## src/rtl/htwd_pkg.sv

```systemverilog
// ----------------------------------------------------------------------------
// htwd_pkg
// Types and constants shared by the Huffman tree-walk decoder modules.
// ----------------------------------------------------------------------------
package htwd_pkg;

  localparam int IDX_W          = 9;
  localparam int SYM_W          = 8;
  localparam int CNT_W          = 4;
  localparam int BYTE_BITS      = 8;
  localparam int NODE_COUNT_DEF = 512;

  localparam logic MODE_LOAD   = 1'b0;
  localparam logic MODE_DECODE = 1'b1;

  typedef struct packed {
    logic             mode;
    logic [IDX_W-1:0] node_index;
    logic [IDX_W-1:0] left_child;
    logic [IDX_W-1:0] right_child;
    logic             leaf_flag;
    logic [SYM_W-1:0] leaf_symbol;
    logic [7:0]       data_byte;
    logic [CNT_W-1:0] bit_count;
  } in_item_t;

  typedef struct packed {
    logic [SYM_W-1:0] symbol;
    logic             last_symbol;
  } result_t;

  typedef struct packed {
    logic [SYM_W-1:0] symbol;
    logic             leaf;
    logic [IDX_W-1:0] right;
    logic [IDX_W-1:0] left;
  } node_t;

  typedef enum logic [2:0] {
    ST_IDLE,
    ST_FETCH,
    ST_STEP,
    ST_CHECK,
    ST_FLUSH
  } state_t;

  typedef struct packed {
    logic load;
    logic begin_decode;
    logic fetch;
    logic step;
    logic check;
    logic flush;
  } ctrl_cmd_t;

  typedef struct packed {
    logic leaf;
    logic bits_zero;
    logic bits_one;
  } dp_status_t;

endpackage

```

## src/rtl/htwd_ctrl.sv

```systemverilog
// ----------------------------------------------------------------------------
// htwd_ctrl
// Sequencer for the tree walk: node fetch, branch, child check, flush.
// ----------------------------------------------------------------------------
module htwd_ctrl (
  input  logic                   clk,
  input  logic                   rst,
  input  logic                   start,
  input  logic                   mode,
  input  htwd_pkg::dp_status_t   status,
  output htwd_pkg::ctrl_cmd_t    cmd,
  output logic                   busy
);
  import htwd_pkg::*;

  state_t state;
  state_t state_next;

  always_ff @(posedge clk) begin
    if (rst) begin
      state <= ST_IDLE;
    end else begin
      state <= state_next;
    end
  end

  always_comb begin
    state_next = state;
    case (state)
      ST_IDLE: begin
        if (start && mode == MODE_DECODE) state_next = ST_FETCH;
      end
      ST_FETCH: begin
        state_next = status.bits_zero ? ST_FLUSH : ST_STEP;
      end
      ST_STEP: begin
        state_next = status.leaf ? ST_FETCH : ST_CHECK;
      end
      ST_CHECK: begin
        if (status.leaf) state_next = ST_FETCH;
        else if (status.bits_one) state_next = ST_FLUSH;
        else state_next = ST_STEP;
      end
      ST_FLUSH: begin
        state_next = ST_IDLE;
      end
      default: state_next = ST_IDLE;
    endcase
  end

  always_comb begin
    cmd  = '0;
    busy = 1'b1;
    case (state)
      ST_IDLE: begin
        busy             = 1'b0;
        cmd.load         = start && mode == MODE_LOAD;
        cmd.begin_decode = start && mode == MODE_DECODE;
      end
      ST_FETCH: cmd.fetch = !status.bits_zero;
      ST_STEP:  cmd.step  = 1'b1;
      ST_CHECK: cmd.check = 1'b1;
      ST_FLUSH: cmd.flush = 1'b1;
      default:  busy      = 1'b1;
    endcase
  end

endmodule

```

## config.mk

```make
export PLATFORM = sky130hd
export DESIGN_NAME = htwd_ctrl
export DESIGN_NICKNAME = d
export VERILOG_FILES = /design/src/rtl/htwd_pkg.sv /design/src/rtl/htwd_ctrl.sv
export SDC_FILE = /design/constraint.sdc
export NUM_CORES = 1
export LEC_CHECK = 0
export ABC_AREA = 1
export BUFFER_PORTS_ARGS = -buffer_cell sky130_fd_sc_hd__buf_2
export CORE_AREA = 2 2 39 41
export DETAILED_ROUTE_END_ITERATION = 7
export DIE_AREA = 0 0 41 43
export GPL_TIMING_DRIVEN = 0
export PLACE_DENSITY_LB_ADDON = 0.25
export SLEW_MARGIN = 10
export SYNTH_ARGS = -nofsm -noshare
export SYNTH_HDL_FRONTEND = slang
export SYNTH_SLANG_ARGS = --single-unit
```

## constraint.sdc

```tcl
create_clock -name clk -period 1.5 [get_ports clk]
set_input_delay 0.3 -clock clk [delete_from_list [all_inputs] [get_ports clk]]
set_output_delay 0.3 -clock clk [all_outputs]
set_load 0.005 [all_outputs]
```

==> results.sh <==
export IMPL_post_place_ws_ps=304
export IMPL_critPathTopFamily="simple AND/OR/NAND/NOR gates"
export IMPL_drive_gt1_share_pct=48.0
export IMPL_cts_resized=0
export IMPL_crit_buf_inv=2
export IMPL_drtIter0Drc=3
export IMPL_rsz0062_at_grt="false"
export IMPL_hold_path_class="input port to register"
export IMPL_worstHoldStart="rst"
export IMPL_slowest_stage="dfxtp_1"
export IMPL_hold_buffers=0
export IMPL_drc=0
export IMPL_cts_tree="built"
export IMPL_syn2layout_area_growth_pct=56.9
export IMPL_antenna_cells=0
export IMPL_start_util_pct=15.1
export IMPL_syn_avg_cell_area_sq_um=6.33
export IMPL_outcome="complete, no violations"
export IMPL_gp_congestion=0.706
export IMPL_slowest_delay_ps=290
export IMPL_hold_viol=0
export IMPL_required_ps=1200
export IMPL_fp_dieW_microns=41
export IMPL_critPathKind="register to primary output"
export IMPL_syn_inst=33
export IMPL_port_buffers=13
export IMPL_r2r_slack_ps=580
export IMPL_setup_viol_count_final=0
export IMPL_antenna_found_initial=0
export IMPL_final_min_clock_period_ps=1400
export IMPL_htree_levels=1
export IMPL_yosys_warnings=0
export IMPL_detailed_place_hpwl_microns=427
export IMPL_dieArea_sq_um=1760
export IMPL_fin_nets=58
export IMPL_root_buffer="clkbuf_4"
export IMPL_synthFlopType="dfxtp_1"
export IMPL_synthTopCellsByArea="dfxtp_1 (29%), nand2_1 (13%), inv_1 (9.0%)"
export IMPL_r2r_end="state[1]"
export IMPL_grt_pass1_wl_microns=841
export IMPL_dieHeight_microns=43
export IMPL_synth_top_area_share_pct=28.7
export IMPL_final_antenna_net_count=0
export IMPL_clkLatencyLatePin_ps=230
export IMPL_regMostFlops="state"
export IMPL_syn_num_nets=40
export IMPL_max_slew_margin_rel_pct=82.6
export IMPL_postCtsSetupBuffers=0
export IMPL_slew_viol_final=0
export IMPL_netlist_area_sq_um=209
export IMPL_met1_usage_pct=9.94
export IMPL_clock_sinks=3
export IMPL_io_pins=14
export IMPL_layout_setup_ws_ps=95.6
export IMPL_grt_use_total_pct=7.42
export IMPL_path_depth=5
export IMPL_cts_buffers=3
export IMPL_finalClockSkew_ps=1.00
export IMPL_synth_most_common_cell="nand2_1"
export IMPL_worst_pin_slew_ps=261
export IMPL_postLayoutCoreUtil_pct=23.7
export IMPL_route_final_wire_length_microns=518
export IMPL_grt_pass1_vias=219
export IMPL_whs_endpoint="state[2]"
export IMPL_cp_cell_sequence="buf_4 > nor2_4 > nand2_2 > nor3b_2 > buf_2"
export IMPL_startpoint="state[0]"
export IMPL_overflow=0
export IMPL_p_leak_uw=0.000182
export IMPL_critical_path_arrival_ps=1100
export IMPL_worst_setup_path_start_kind="register"
export IMPL_grt_use_met2_pct=7.81
export IMPL_num_rows=14
export IMPL_grt_max_degree=9
export IMPL_clk_pin_slew_ps=40
export IMPL_max_freq_mhz=712
export IMPL_synth_seq_cells=3
export IMPL_ys_seq_area_share_pct=28.7
export IMPL_worstReg2RegStart="state[1]"
export IMPL_max_clock_path_buffers=2
export IMPL_synth_distinct_cells=14
export IMPL_yosysTopAreaCell="dfxtp_1"
export IMPL_synth_common_cells="nand2_1 (7), inv_1 (5), nor2_1 (4), dfxtp_1 (3)"
export IMPL_met3_usage_pct=6.28
export IMPL_synth_edf_count=0
export IMPL_viasPerCell=3.88
export IMPL_cp_end_kind="primary output"
export IMPL_irDropWorstVdd_mv=0.353
export IMPL_power_density_nw_per_um2=899
export IMPL_min_period_over_period_pct=93.6
export IMPL_async_flop_share_pct=0
export IMPL_r2r_cells=4
export IMPL_firstDrtPassIters=3
export IMPL_finalSetupTns_ps=0
export IMPL_grt_busiest_layer="met1"
export IMPL_fp_coreArea_sq_um=1380
export IMPL_drv_cap=0
export IMPL_worstHoldPathCells=2
export IMPL_vias=256
export IMPL_wl_per_cell_microns=7.85
export IMPL_crit_fanout=8
export IMPL_largest_reg_flops=3
export IMPL_reg_largest_list="state: 3 flops"
placed cells by master (no fill, tap or decap), drive strengths merged:
cell type | netlist | layout
clkbuf | 0 | 4
nor3b | 1 | 1
buf | 1 | 14
nand2 | 8 | 8
inv | 6 | 6
nand3 | 1 | 1
nor2 | 6 | 6
nand4 | 2 | 2
nor3 | 2 | 2
a21oi | 3 | 3
dfxtp | 3 | 3
layer usage:
metal,share of wire (%),up-vias
met3,10,0
li1,-,137
met5,0,-
met1,45,108
met2,44,11
met4,0,0
stage by stage:
step                      std cells  hold slack [ps]  cell area, sq um  power, uW
after floorplan                  33              362               209        125
after global placement           62              499               294        152
after detailed placement         62              493               294        151
after CTS                        66              243               320        302
after global routing             66              250               328        322
final                            66              250               328        295
power by group:
| group | internal, uW | switching, uW | total [uW] |
|---|---|---|---|
| Sequential | 85.1 | 4.40 | 89.5 |
| Combinational | 29.5 | 33.9 | 63.5 |
| Clock | 99.7 | 42.1 | 142 |
| Total | 214 | 80.5 | 295 |
cell families after synthesis:
group / count (synthesis) / synth area share, %
AND/OR/NAND/NOR: 20 / 47.9
buffers and inverters: 7 / 14.4
flip-flops: 3 / 28.7
AO/OA/AOI/OAI: 3 / 8.98
worst reg2reg max path, delay by kind of cell, from the launching register on:
kind                   cells  cell delay (ps)
AND/OR/NAND/NOR            2              170
buffers and inverters      1               90
AO/OA/AOI/OAI              1              140
flip-flops                 1              460
worst max path at each step:
stage          endpoint
2_1_floorplan    cmd[5]
3_3_place_gp     cmd[5]
3_5_place_dp     cmd[5]
4_1_cts          cmd[5]
5_1_grt          cmd[5]
6_report         cmd[5]
layout make-up:
cell class,count,area [sq um]
plain buffers,1,7.51
clock buffers,4,26.3
fillers,166,1060
inverters,6,22.5
multi-input cells,23,126
flip-flops and latches,3,60.1
well taps,16,20.0
repair buffers,13,65.1
(Power assumes the default switching activity.)
